[src/rtl/rtdsd_pkg.sv]
// Shared types and constants for the RTD settle detector.
// Used by every file of the block; depends on nothing.
package rtdsd_pkg;

    // Fixed field widths
    localparam int RES_W      = 25;   // resistance reading, unsigned
    localparam int OUT_W      = 28;   // temperature and step, signed
    localparam int DIFF_W     = OUT_W + 1;
    localparam int TGT_W      = 27;   // target temperature, signed
    localparam int STEP_TOL_W = 20;
    localparam int TGT_TOL_W  = 24;
    localparam int CNT_TGT_W  = 16;
    localparam int RUN_W      = 16;   // reported run count

    // Horner datapath: 64 bit signed accumulator, 63 bit magnitude
    localparam int ACC_W      = 64;
    localparam int MAG_W      = ACC_W - 1;
    localparam int LIMIT_BIT  = 62;   // magnitude of each product step saturates to 2^62
    localparam int COEF_SCALE = 48;   // coefficients are scaled by 2^48

    localparam logic [MAG_W-1:0] ACC_LIMIT = MAG_W'(1) << LIMIT_BIT;

    // Cubic coefficients, constant term first
    localparam logic signed [ACC_W-1:0] POLY_COEF [0:3] = '{
        -64'sd69338799090382039,
         64'sd670262288292250,
         64'sd209913031959,
         64'sd225979539
    };

    // Configuration register indexes
    localparam int CFG_IDX_W  = 2;
    localparam int CFG_DATA_W = 27;
    localparam logic [CFG_IDX_W-1:0] REG_TARGET_TEMP  = 2'd0;
    localparam logic [CFG_IDX_W-1:0] REG_STEP_TOL     = 2'd1;
    localparam logic [CFG_IDX_W-1:0] REG_TARGET_TOL   = 2'd2;
    localparam logic [CFG_IDX_W-1:0] REG_COUNT_TARGET = 2'd3;

    // Register reset values
    localparam logic signed [TGT_W-1:0]   TARGET_TEMP_RST  = 27'sd1638400;
    localparam logic [STEP_TOL_W-1:0]     STEP_TOL_RST     = 20'd328;
    localparam logic [TGT_TOL_W-1:0]      TARGET_TOL_RST   = 24'd65536;
    localparam logic [CNT_TGT_W-1:0]      COUNT_TARGET_RST = 16'd300;

endpackage

[src/rtl/rtdsd_ser_mul.sv]
// Serial-parallel multiplier: 63 bit magnitude times 25 bit reading, one reading bit
// per cycle, then round to nearest and saturate to 2^62. Depends on rtdsd_pkg.
module rtdsd_ser_mul
    import rtdsd_pkg::*;
#(
    parameter int FRACTION_BITS = 16
) (
    input  logic             aclk,
    input  logic             aresetn,
    input  logic             start,
    input  logic [MAG_W-1:0] mult,    // held stable until done
    input  logic [RES_W-1:0] mcand,   // sampled at start
    output logic             done,
    output logic [MAG_W-1:0] res
);

    localparam int PROD_W = MAG_W + 1 + RES_W;
    localparam int CNT_W  = $clog2(RES_W);

    localparam logic [1:0] PH_IDLE = 2'd0;
    localparam logic [1:0] PH_MUL  = 2'd1;
    localparam logic [1:0] PH_RND  = 2'd2;

    logic [1:0]        phase_reg, phase_next;
    logic [CNT_W-1:0]  cnt_reg, cnt_next;
    logic              done_reg, done_next;
    logic [MAG_W:0]    h_reg, h_next;
    logic [RES_W-1:0]  l_reg, l_next;
    logic [RES_W-1:0]  b_reg, b_next;
    logic [MAG_W-1:0]  res_reg, res_next;

    logic [MAG_W:0]    sum;
    logic [PROD_W-1:0] prod;
    logic [PROD_W-1:0] shf;
    logic              rnd_bit;
    logic              sat;

    assign sum     = h_reg + (b_reg[0] ? {1'b0, mult} : '0);
    assign prod    = {h_reg, l_reg};
    assign shf     = prod >> FRACTION_BITS;
    assign rnd_bit = prod[FRACTION_BITS-1];
    assign sat     = |shf[PROD_W-1:LIMIT_BIT];

    always_comb begin
        phase_next = phase_reg;
        cnt_next   = cnt_reg;
        done_next  = 1'b0;
        h_next     = h_reg;
        l_next     = l_reg;
        b_next     = b_reg;
        res_next   = res_reg;
        case (phase_reg)
            PH_IDLE: begin
                if (start) begin
                    h_next     = '0;
                    l_next     = '0;
                    b_next     = mcand;
                    cnt_next   = '0;
                    phase_next = PH_MUL;
                end
            end
            PH_MUL: begin
                // product shifts right; low bits drop into l_reg
                h_next = {1'b0, sum[MAG_W:1]};
                l_next = {sum[0], l_reg[RES_W-1:1]};
                b_next = {1'b0, b_reg[RES_W-1:1]};
                cnt_next = cnt_reg + 1'b1;
                if (cnt_reg == CNT_W'(RES_W - 1)) begin
                    phase_next = PH_RND;
                end
            end
            PH_RND: begin
                // ties away from zero on the magnitude
                res_next   = sat ? ACC_LIMIT
                                 : {1'b0, shf[LIMIT_BIT-1:0]} + MAG_W'(rnd_bit);
                done_next  = 1'b1;
                phase_next = PH_IDLE;
            end
            default: begin
                phase_next = PH_IDLE;
            end
        endcase
    end

    always_ff @(posedge aclk) begin
        if (!aresetn) begin
            phase_reg <= PH_IDLE;
            done_reg  <= 1'b0;
        end else begin
            phase_reg <= phase_next;
            done_reg  <= done_next;
        end
    end

    always_ff @(posedge aclk) begin
        cnt_reg <= cnt_next;
        h_reg   <= h_next;
        l_reg   <= l_next;
        b_reg   <= b_next;
        res_reg <= res_next;
    end

    assign done = done_reg;
    assign res  = res_reg;

endmodule

[src/rtl/rtd_temperature_settle_detector_core.sv]
// Top level of the RTD settle detector: cubic conversion sequencer, step and target
// checks, run counter and result register. Depends on rtdsd_pkg and rtdsd_ser_mul.
//
//  port group   direction  contents
//  s_*          in         resistance (Q9.16 ohms), restart
//  m_*          out        temperature, temperature_step, run_count, settled
//  cfg_wr_*     in         register writes, no read-back
//
// Each item runs three Horner steps, each one paced by the bit-serial multiplier
// walking the 25 bit reading, then final rounding, saturation, difference and
// comparison (S_FRND to S_CMP). Reset is synchronous, active low; control and
// configuration registers return to their documented values. A new item is taken
// as soon as the previous one has been written to the output register; if that
// register is still held by the sink, the block waits before it.
module rtd_temperature_settle_detector_core
    import rtdsd_pkg::*;
#(
    parameter int FRACTION_BITS = 16,
    parameter int COUNT_BITS    = 16
) (
    input  logic                         aclk,
    input  logic                         aresetn,
    input  logic                         s_valid,
    output logic                         s_ready,
    input  logic [RES_W-1:0]             s_resistance,
    input  logic                         s_restart,
    output logic                         m_valid,
    input  logic                         m_ready,
    output logic signed [OUT_W-1:0]      m_temperature,
    output logic signed [OUT_W-1:0]      m_temperature_step,
    output logic [RUN_W-1:0]             m_run_count,
    output logic                         m_settled,
    input  logic                         cfg_wr_en,
    input  logic [CFG_IDX_W-1:0]         cfg_wr_index,
    input  logic [CFG_DATA_W-1:0]        cfg_wr_data
);

    localparam int FIN_SH = COEF_SCALE - FRACTION_BITS;
    localparam logic [ACC_W-1:0] FIN_HALF = ACC_W'(1) << (FIN_SH - 1);
    localparam logic [ACC_W-1:0] POS_LIM  = (ACC_W'(1) << (OUT_W - 1)) - ACC_W'(1);
    localparam logic [ACC_W-1:0] NEG_LIM  = ACC_W'(1) << (OUT_W - 1);
    localparam logic signed [OUT_W-1:0] OUT_MAX = {1'b0, {(OUT_W-1){1'b1}}};
    localparam logic signed [OUT_W-1:0] OUT_MIN = {1'b1, {(OUT_W-1){1'b0}}};
    localparam int NW = (COUNT_BITS + 1 > CNT_TGT_W + 1) ? COUNT_BITS + 1 : CNT_TGT_W + 1;
    localparam logic [NW-1:0] CNT_MAX = NW'({COUNT_BITS{1'b1}});

    localparam logic [2:0] S_IDLE = 3'd0;
    localparam logic [2:0] S_MAG  = 3'd1;
    localparam logic [2:0] S_MUL  = 3'd2;
    localparam logic [2:0] S_FRND = 3'd3;
    localparam logic [2:0] S_FSAT = 3'd4;
    localparam logic [2:0] S_DIFF = 3'd5;
    localparam logic [2:0] S_CMP  = 3'd6;

    // control
    logic [2:0]                 state_reg, state_next;
    logic [1:0]                 k_reg, k_next;
    logic                       fin_reg, fin_next;
    logic                       m_valid_reg, m_valid_next;
    logic signed [OUT_W-1:0]    prev_reg, prev_next;
    logic [COUNT_BITS-1:0]      count_reg, count_next;
    logic signed [TGT_W-1:0]    tgt_temp_reg, tgt_temp_next;
    logic [STEP_TOL_W-1:0]      step_tol_reg, step_tol_next;
    logic [TGT_TOL_W-1:0]       tgt_tol_reg, tgt_tol_next;
    logic [CNT_TGT_W-1:0]       cnt_tgt_reg, cnt_tgt_next;

    // datapath
    logic signed [ACC_W-1:0]    acc_reg, acc_next;
    logic [MAG_W-1:0]           mag_reg, mag_next;
    logic                       neg_reg, neg_next;
    logic [RES_W-1:0]           r_reg, r_next;
    logic [ACC_W-1:0]           rmag_reg, rmag_next;
    logic signed [OUT_W-1:0]    t_reg, t_next;
    logic signed [DIFF_W-1:0]   step_reg, step_next;
    logic signed [DIFF_W-1:0]   dist_reg, dist_next;
    logic signed [OUT_W-1:0]    m_temp_reg, m_temp_next;
    logic signed [OUT_W-1:0]    m_step_reg, m_step_next;
    logic [RUN_W-1:0]           m_run_reg, m_run_next;
    logic                       m_settled_reg, m_settled_next;

    logic                       mul_start;
    logic                       mul_done;
    logic [MAG_W-1:0]           mul_res;
    logic signed [ACC_W-1:0]    coef;
    logic signed [ACC_W-1:0]    prod_s;
    logic [DIFF_W-1:0]          abs_step;
    logic [DIFF_W-1:0]          abs_dist;
    logic                       in_tol;
    logic [NW-1:0]              cnt_inc;
    logic [NW-1:0]              cnt_new;
    logic                       out_free;

    rtdsd_ser_mul #(
        .FRACTION_BITS(FRACTION_BITS)
    ) u_mul (
        .aclk   (aclk),
        .aresetn(aresetn),
        .start  (mul_start),
        .mult   (mag_reg),
        .mcand  (r_reg),
        .done   (mul_done),
        .res    (mul_res)
    );

    assign mul_start = (state_reg == S_MAG) && !fin_reg;
    assign coef      = POLY_COEF[k_reg];
    assign prod_s    = $signed({1'b0, mul_res});
    assign out_free  = !m_valid_reg || m_ready;

    assign abs_step = step_reg[DIFF_W-1] ? DIFF_W'(-step_reg) : DIFF_W'(step_reg);
    assign abs_dist = dist_reg[DIFF_W-1] ? DIFF_W'(-dist_reg) : DIFF_W'(dist_reg);
    assign in_tol   = (abs_step < DIFF_W'(step_tol_reg)) && (abs_dist < DIFF_W'(tgt_tol_reg));

    always_comb begin
        cnt_inc = NW'(count_reg) + NW'(1);
        if (cnt_inc > NW'(cnt_tgt_reg)) begin
            cnt_inc = NW'(cnt_tgt_reg);
        end
        if (cnt_inc > CNT_MAX) begin
            cnt_inc = CNT_MAX;
        end
        cnt_new = in_tol ? cnt_inc : '0;
    end

    always_comb begin
        state_next     = state_reg;
        k_next         = k_reg;
        fin_next       = fin_reg;
        m_valid_next   = m_valid_reg;
        prev_next      = prev_reg;
        count_next     = count_reg;
        tgt_temp_next  = tgt_temp_reg;
        step_tol_next  = step_tol_reg;
        tgt_tol_next   = tgt_tol_reg;
        cnt_tgt_next   = cnt_tgt_reg;
        acc_next       = acc_reg;
        mag_next       = mag_reg;
        neg_next       = neg_reg;
        r_next         = r_reg;
        rmag_next      = rmag_reg;
        t_next         = t_reg;
        step_next      = step_reg;
        dist_next      = dist_reg;
        m_temp_next    = m_temp_reg;
        m_step_next    = m_step_reg;
        m_run_next     = m_run_reg;
        m_settled_next = m_settled_reg;

        if (m_valid_reg && m_ready) begin
            m_valid_next = 1'b0;
        end

        if (cfg_wr_en) begin
            case (cfg_wr_index)
                REG_TARGET_TEMP:  tgt_temp_next = $signed(cfg_wr_data[TGT_W-1:0]);
                REG_STEP_TOL:     step_tol_next = cfg_wr_data[STEP_TOL_W-1:0];
                REG_TARGET_TOL:   tgt_tol_next  = cfg_wr_data[TGT_TOL_W-1:0];
                REG_COUNT_TARGET: cnt_tgt_next  = cfg_wr_data[CNT_TGT_W-1:0];
                default: begin
                end
            endcase
        end

        case (state_reg)
            S_IDLE: begin
                if (s_valid) begin
                    r_next     = s_resistance;
                    acc_next   = POLY_COEF[3];
                    k_next     = 2'd2;
                    fin_next   = 1'b0;
                    state_next = S_MAG;
                    if (s_restart) begin
                        prev_next  = '0;
                        count_next = '0;
                    end
                end
            end
            S_MAG: begin
                neg_next   = acc_reg[ACC_W-1];
                mag_next   = acc_reg[ACC_W-1] ? MAG_W'(-acc_reg) : acc_reg[MAG_W-1:0];
                state_next = fin_reg ? S_FRND : S_MUL;
            end
            S_MUL: begin
                if (mul_done) begin
                    acc_next   = neg_reg ? coef - prod_s : coef + prod_s;
                    state_next = S_MAG;
                    if (k_reg == 2'd0) begin
                        fin_next = 1'b1;
                    end else begin
                        k_next = k_reg - 2'd1;
                    end
                end
            end
            S_FRND: begin
                rmag_next  = ({1'b0, mag_reg} + FIN_HALF) >> FIN_SH;
                state_next = S_FSAT;
            end
            S_FSAT: begin
                if (!neg_reg) begin
                    t_next = (rmag_reg > POS_LIM) ? OUT_MAX : $signed(rmag_reg[OUT_W-1:0]);
                end else begin
                    t_next = (rmag_reg > NEG_LIM) ? OUT_MIN : $signed(-rmag_reg[OUT_W-1:0]);
                end
                state_next = S_DIFF;
            end
            S_DIFF: begin
                step_next  = $signed({t_reg[OUT_W-1], t_reg}) - $signed({prev_reg[OUT_W-1], prev_reg});
                dist_next  = $signed({t_reg[OUT_W-1], t_reg})
                           - $signed({{(DIFF_W-TGT_W){tgt_temp_reg[TGT_W-1]}}, tgt_temp_reg});
                state_next = S_CMP;
            end
            S_CMP: begin
                if (out_free) begin
                    prev_next      = t_reg;
                    count_next     = cnt_new[COUNT_BITS-1:0];
                    m_temp_next    = t_reg;
                    // report the step saturated to the output range
                    if (step_reg[DIFF_W-1] != step_reg[DIFF_W-2]) begin
                        m_step_next = step_reg[DIFF_W-1] ? OUT_MIN : OUT_MAX;
                    end else begin
                        m_step_next = step_reg[OUT_W-1:0];
                    end
                    m_run_next     = cnt_new[RUN_W-1:0];
                    m_settled_next = cnt_new >= NW'(cnt_tgt_reg);
                    m_valid_next   = 1'b1;
                    state_next     = S_IDLE;
                end
            end
            default: begin
                state_next = S_IDLE;
            end
        endcase
    end

    always_ff @(posedge aclk) begin
        if (!aresetn) begin
            state_reg    <= S_IDLE;
            k_reg        <= '0;
            fin_reg      <= 1'b0;
            m_valid_reg  <= 1'b0;
            prev_reg     <= '0;
            count_reg    <= '0;
            tgt_temp_reg <= TARGET_TEMP_RST;
            step_tol_reg <= STEP_TOL_RST;
            tgt_tol_reg  <= TARGET_TOL_RST;
            cnt_tgt_reg  <= COUNT_TARGET_RST;
        end else begin
            state_reg    <= state_next;
            k_reg        <= k_next;
            fin_reg      <= fin_next;
            m_valid_reg  <= m_valid_next;
            prev_reg     <= prev_next;
            count_reg    <= count_next;
            tgt_temp_reg <= tgt_temp_next;
            step_tol_reg <= step_tol_next;
            tgt_tol_reg  <= tgt_tol_next;
            cnt_tgt_reg  <= cnt_tgt_next;
        end
    end

    always_ff @(posedge aclk) begin
        acc_reg       <= acc_next;
        mag_reg       <= mag_next;
        neg_reg       <= neg_next;
        r_reg         <= r_next;
        rmag_reg      <= rmag_next;
        t_reg         <= t_next;
        step_reg      <= step_next;
        dist_reg      <= dist_next;
        m_temp_reg    <= m_temp_next;
        m_step_reg    <= m_step_next;
        m_run_reg     <= m_run_next;
        m_settled_reg <= m_settled_next;
    end

    assign s_ready            = (state_reg == S_IDLE);
    assign m_valid            = m_valid_reg;
    assign m_temperature      = m_temp_reg;
    assign m_temperature_step = m_step_reg;
    assign m_run_count        = m_run_reg;
    assign m_settled          = m_settled_reg;

endmodule

[config.mk]
export PLATFORM = sky130hd
export DESIGN_NAME = rtd_temperature_settle_detector_core
export DESIGN_NICKNAME = d
export VERILOG_FILES = /design/src/rtl/rtdsd_pkg.sv /design/src/rtl/rtdsd_ser_mul.sv /design/src/rtl/rtd_temperature_settle_detector_core.sv
export SDC_FILE = /design/constraint.sdc
export NUM_CORES = 2
export LEC_CHECK = 0
export BUFFER_PORTS_ARGS = -buffer_cell sky130_fd_sc_hd__buf_2
export CAP_MARGIN = 15
export CORE_MARGIN = 2
export CORE_UTILIZATION = 56
export DETAILED_ROUTE_END_ITERATION = 8
export PLACE_DENSITY = 0.73
export SKIP_CTS_REPAIR_TIMING = 1
export SYNTH_ARGS = -nofsm -noshare
export SYNTH_HDL_FRONTEND = slang
export SYNTH_HIERARCHICAL = 1
export SYNTH_SLANG_ARGS = --single-unit
[constraint.sdc]
create_clock -name aclk -period 6.8 [get_ports aclk]
set_input_delay 0.34 -clock aclk [delete_from_list [all_inputs] [get_ports aclk]]
set_output_delay 0.34 -clock aclk [all_outputs]
set_load 0.01 [all_outputs]
After elaboration in Yosys (flattened, before gate mapping)
Cells that the tools add are included.
- multiplexer cells: 55
- $lt $le $gt $ge: 8
- bitwise logic cells: 1
- eq/ne operators: 21
- reductions and logical operators: 27
- add/sub/neg operators: 14
- operator list (kind ; number):
    2-to-1 mux 64 bit ; 6
    one-hot mux 64 bit (2 select lines) ; 2
    2-to-1 mux 28 bit ; 8
    adder 64 bit ; 2
    binary-select mux 64 bit (select 2 bit) ; 1
    2-to-1 mux 63 bit ; 2
    one-hot mux 25 bit (2 select lines) ; 2
    adder 63 x 32 -> 64 bit (second input constant) ; 1
    subtractor 64 bit ; 1
    adder 62 x 1 -> 63 bit ; 1
    negator 63 bit ; 1
    2-to-1 mux 29 bit ; 2
    negator 29 bit ; 2
    one-hot mux 28 bit (2 select lines) ; 1
    2-to-1 mux 17 bit ; 3
    2-to-1 mux 25 bit ; 2
    2-to-1 mux 16 bit ; 3
    greater-than comparator 32 x 27 -> 1 bit (second input constant) ; 1
    greater-than comparator 32 x 28 -> 1 bit (second input constant) ; 1
    one-hot mux 16 bit (2 select lines) ; 1
    less-than comparator 29 x 20 -> 1 bit ; 1
    less-than comparator 29 x 24 -> 1 bit ; 1
    subtractor 28 x 27 -> 29 bit ; 1
    subtractor 28 x 28 -> 29 bit ; 1
    36 further kinds ; 79
- flip-flop bits (word level): 667
- word-level logic and storage cells: 155
- output and inout port bits: 75
- bits of input ports: 60

Longest topological paths before layout
- depth in word-level cells: 8
- mapped depth: 32
- mapped depth without buffers: 31

Modules after synthesis
The synthesis kept the hierarchy.
- modules (own cells, without submodules) (module ; instances ; cells each ; sequential area each (sq um) ; area an instance (sq um)):
    rtd_temperature_settle_detector_core ; 1 ; 3020 ; 13092.6 ; 29344.4
    rtdsd_ser_mul ; 1 ; 1213 ; 5044.8 ; 11508.5

Worst setup path after synthesis
No wires, ideal clock.
- path type: register to register
- start point: reg dist_reg[1]
- end point: reg m_settled_reg (netlist: m_settled), data pin
- setup slack: 809 ps
- period minus slack after synthesis: 5991 ps
- cell stages (with the launch flop): 31
- setup time: 254 ps
- arrival: 5736 ps
- data required time: 6546 ps
- buffers on the path: 1
- cell sequence: edfxtp_1 inv_1 ha_1 or3b_2 or2_2 or2_2 or4_1 o21ai_0 xnor2_1 ha_1 nand4_1 nor2_1 a2111oi_0 a31oi_1 nor2_1 nand4_1 or3_1 clkbuf_1 nor2_1 ha_1 nor2b_1 o21a_1 o21a_1 o21ai_0 nand2b_1 a21oi_1 nor2b_1 o21a_1 o21ai_0 a21oi_1 o21a_1
- longest elaborated chain between the ends: 6
- ends and longest elaborated chain (item ; RTL line ; text):
    start: declaration ; rtd_temperature_settle_detector_core.sv:75 ; logic signed [DIFF_W-1:0] dist_reg, dist_next;
    start signal: assignment ; rtd_temperature_settle_detector_core.sv:269 ; dist_reg <= dist_next;
    negator 29 bit ; rtd_temperature_settle_detector_core.sv:111 ; assign abs_dist = dist_reg[DIFF_W-1] ? DIFF_W'(-dist_reg) : DIFF_W'(dist_reg);
    2-to-1 mux 29 bit (*) ; rtd_temperature_settle_detector_core.sv:111 ;
    less-than comparator 29 x 24 -> 1 bit (*) ; rtd_temperature_settle_detector_core.sv:112 ; assign in_tol = (abs_step < DIFF_W'(step_tol_reg)) && (abs_dist < DIFF_W'(tgt_tol_reg));
    logical AND 1 bit (*) ; rtd_temperature_settle_detector_core.sv:112 ;
    2-to-1 mux 17 bit (*) ; rtd_temperature_settle_detector_core.sv:122 ; cnt_new = in_tol ? cnt_inc : '0;
    via cnt_new[1] ; rtd_temperature_settle_detector_core.sv:90 ; logic [NW-1:0] cnt_new;
    greater-or-equal comparator 17 x 16 -> 1 bit (*) ; rtd_temperature_settle_detector_core.sv:224 ; m_settled_next = cnt_new >= NW'(cnt_tgt_reg);
    end signal: assignment ; rtd_temperature_settle_detector_core.sv:273 ; m_settled_reg <= m_settled_next;
    end: declaration ; rtd_temperature_settle_detector_core.sv:79 ; logic m_settled_reg, m_settled_next;
Mark *: on every way through the listed nets, which the timed path passes. The rest lies on a longest branch.
A chain may end at the register's enable or synchronous reset.

Final worst setup path
Ends and elaborated chain as after synthesis.

==> results_dict.tcl <==
set metrics [dict create \
    setup_viol 0 \
    cts_sinks 651 \
    internal_power_mw 7.76 \
    pre_cts_slack_ns 0.205 \
    synthToLayoutAreaGrowth_pct 10.7 \
    multi_input_area_mm2 0.0213 \
    cp_max_fo 5 \
    outcome "completed" \
    crit_top_cell "o21a_1" \
    gp_congestion 0.916 \
    setup_ws_ns 0.555 \
    required_ns 7.20 \
    holdWs_ns 0.000981 \
    io_pins 135 \
    hold_class "in -> reg" \
    die_width_um 274 \
    synth_area_leaders "edfxtp_1 (37%), ha_1 (7.9%), dfxtp_1 (6.9%)" \
    p_clk_frac 0.390 \
    dr.first_iter.drc_count 2584 \
    switching_share 0.280 \
    port_buffers 134 \
    n_fill_cell 6102 \
    seq_area_frac_synth 0.444 \
    synth_cell_types 109 \
    syn_area_per_cell_um2 9.65 \
    power_mw 10.8 \
    dp.cells 5193 \
    fin_crit_ns 6.25 \
    syn_area_mm2 0.0409 \
    fin_nets 4661 \
    worstMarginPinSlew_ns 1.08 \
    synth_flop_cell "edfxtp_1" \
    clk_latency_ns 0.64 \
    synth_edf_count 510 \
    largest_reg_flops 64 \
    crit_arrival_ns 6.64 \
    leakagePower_nw 16.7 \
    clock_skew_ns 0.0284 \
    drive_above_1_share 0.0881 \
    die-area_mm2 0.0751 \
    cts_tree "built" \
    dr.pass1.iters 5 \
    yosysWarnings 6 \
    dieHeight_um 274 \
    clk_path_buf_depth 3 \
    p_sw_mw 3.02 \
    hpwl_um 77000 \
    core_area_mm2 0.0726 \
    antenna_left 0 \
    via_per_inst 5.92 \
    synth_top_area_share 0.375 \
    relSlewSlack 0.278 \
    yosysTopAreaCell "edfxtp_1" \
    drv_cap 0 \
    clk_pin_slew_worst_paths_ns 0.06 \
    peakVddDrop_mv 0.188 \
    via_count 31800 \
    clock.fmax_ghz 0.160 \
    cts_buffers 75 \
    worst_setup_path_start_kind "flop" \
    p_per_area_mw_per_mm2 238 \
    grt_max_degree 95 \
    cp_slowest_stage_delay_ns 0.49 \
    seqCellArea_mm2 0.0181 \
    hold_violations 0 \
    layoutNonFillerInstCount 5363 \
    grt_pass1_vias 30200 \
    tns_ns 0 \
    criticalPathCategory "reg -> reg" \
    ys_async_sr_fraction 0 \
    h-tree-depth 3 \
    globalRoute.totalOverflow 0 \
    antenna_found_initial 3 \
    drt_wl_total_um 105000 \
    ys_seq_elements 651 \
    drcViolationCount 0 \
    start_util 0.563 \
    pwr-share-comb 0.170 \
    end_kind "flop" \
    rows 99 \
    synth_cells 4233 \
    drv_slew 0 \
    cts_root_buf "clkbuf_16" \
    syn_nets 4555 \
    seqPwrFrac 0.440 \
    fin_crit_sh 0.918 \
    wl_per_cell_um 19.6 \
    grtUsageTotal 0.277 \
    grt_pass1_wl_um 166000 \
    cpMaxStageDelayCell "or3b_2" \
]
cells in the final DEF (no fill, tap or decap), drive strengths merged, types with 11 or more instances in the layout:
| cell | n |
|---|---|
| nand3 | 82 |
| nor3b | 19 |
| clkbuf | 90 |
| xor2 | 116 |
| o21a | 36 |
| dlygate4sd3 | 26 |
| nor4 | 34 |
| a21o | 139 |
| nand2 | 488 |
| o21ai | 156 |
| edfxtp | 510 |
| buf | 169 |
| nor2b | 71 |
| inv | 198 |
| o211ai | 30 |
| xnor2 | 289 |
| and3 | 52 |
| a31oi | 48 |
| nand4 | 65 |
| a21boi | 91 |
| a31o | 13 |
| o21bai | 20 |
| or4 | 37 |
| a22oi | 30 |
| nor2 | 384 |
| or3 | 49 |
| mux2i | 26 |
| and4 | 11 |
| or2 | 20 |
| o41ai | 20 |
| nor3 | 93 |
| bufinv | 11 |
| o31ai | 39 |
| dfxtp | 141 |
| a21oi | 247 |
| nand2b | 37 |
| and2 | 98 |
| a211oi | 16 |
| clkinv | 31 |
| ha | 258 |
path summary, 6_finish.rpt:
kind	from	end	depth (start not counted)	slack [ns]
worst min register to register	count_reg[12]	count_reg[12]	2	0.45
worst min-delay path	cfg_wr_data[23]	tgt_tol_reg[23]	3	0.001
worst max-delay path	dist_reg[1]	m_settled	29	0.55
worst max register to register	dist_reg[1]	m_settled	29	0.55
synth_stat cells (87+ instances only):
cell type	number
a21boi_0	89
edfxtp_1	510
ha_1	258
xnor2_1	288
clkbuf_1	143
dfxtp_1	141
a21o_1	133
xor2_1	116
a21oi_1	246
and2_1	97
nand2_1	488
inv_1	195
o21ai_0	135
nor2_1	384
nor3_1	87
stage by stage:
stage / instance area (um2) / util
after global placement: 42300 / 0.583
after detailed placement: 42300 / 0.583
after global routing: 45200 / 0.623
after floorplan: 40900 / -
final: 45200 / 0.623
after CTS: 44900 / 0.619
critical path, delay by kind of cell, from the launching register on:
family          cells  cell delay, ns
flops               1            0.40
compound gates     11            1.84
xor+xnor            1            0.15
buf+inv             1            0.09
simple gates       13            2.82
fa+ha+maj           3            0.69
cell type report:
| class | instances | share of cell area |
|---|---|---|
| Tap cell | 959 | 0.0265 |
| Inverter | 195 | 0.0162 |
| Antenna cell | 2 | 0.000111 |
| Clock buffer | 90 | 0.0432 |
| Timing Repair Buffer | 195 | 0.0267 |
| Multi-Input combinational cell | 3221 | 0.472 |
| Clock inverter | 50 | 0.0137 |
| Sequential cell | 651 | 0.401 |
metal layers:
layer  global-route usage  vias to the layer above  routed length (um)
met5                    0                        -                   0
met4               0.0941                        0                3530
met3               0.0342                      182                5790
met2                0.458                      911               49300
met1                0.377                    15100               46400
li1                     -                    15500                   -
power by group through the flow:
stage	Sequential (mW)	Clock, mW	Combinational [mW]
after floorplan	4.76	0	1.39
after global placement	4.81	0	1.77
after detailed placement	4.82	0	1.79
after CTS	4.73	4.27	1.80
after global routing	4.76	4.43	2.02
final	4.74	4.21	1.83
cell families (layout without fill, tap and decap cells):
family	Yosys count	count (layout)	share of synthesized area
compound gates	964	964	0.158
buf+inv	361	530	0.0361
mux	28	28	0.00692
other cells	0	2	0
flops	651	651	0.444
xor+xnor	405	405	0.0870
fa+ha+maj	262	262	0.0810
simple gates	1562	1562	0.187
Power figures use the tool's default switching activity.
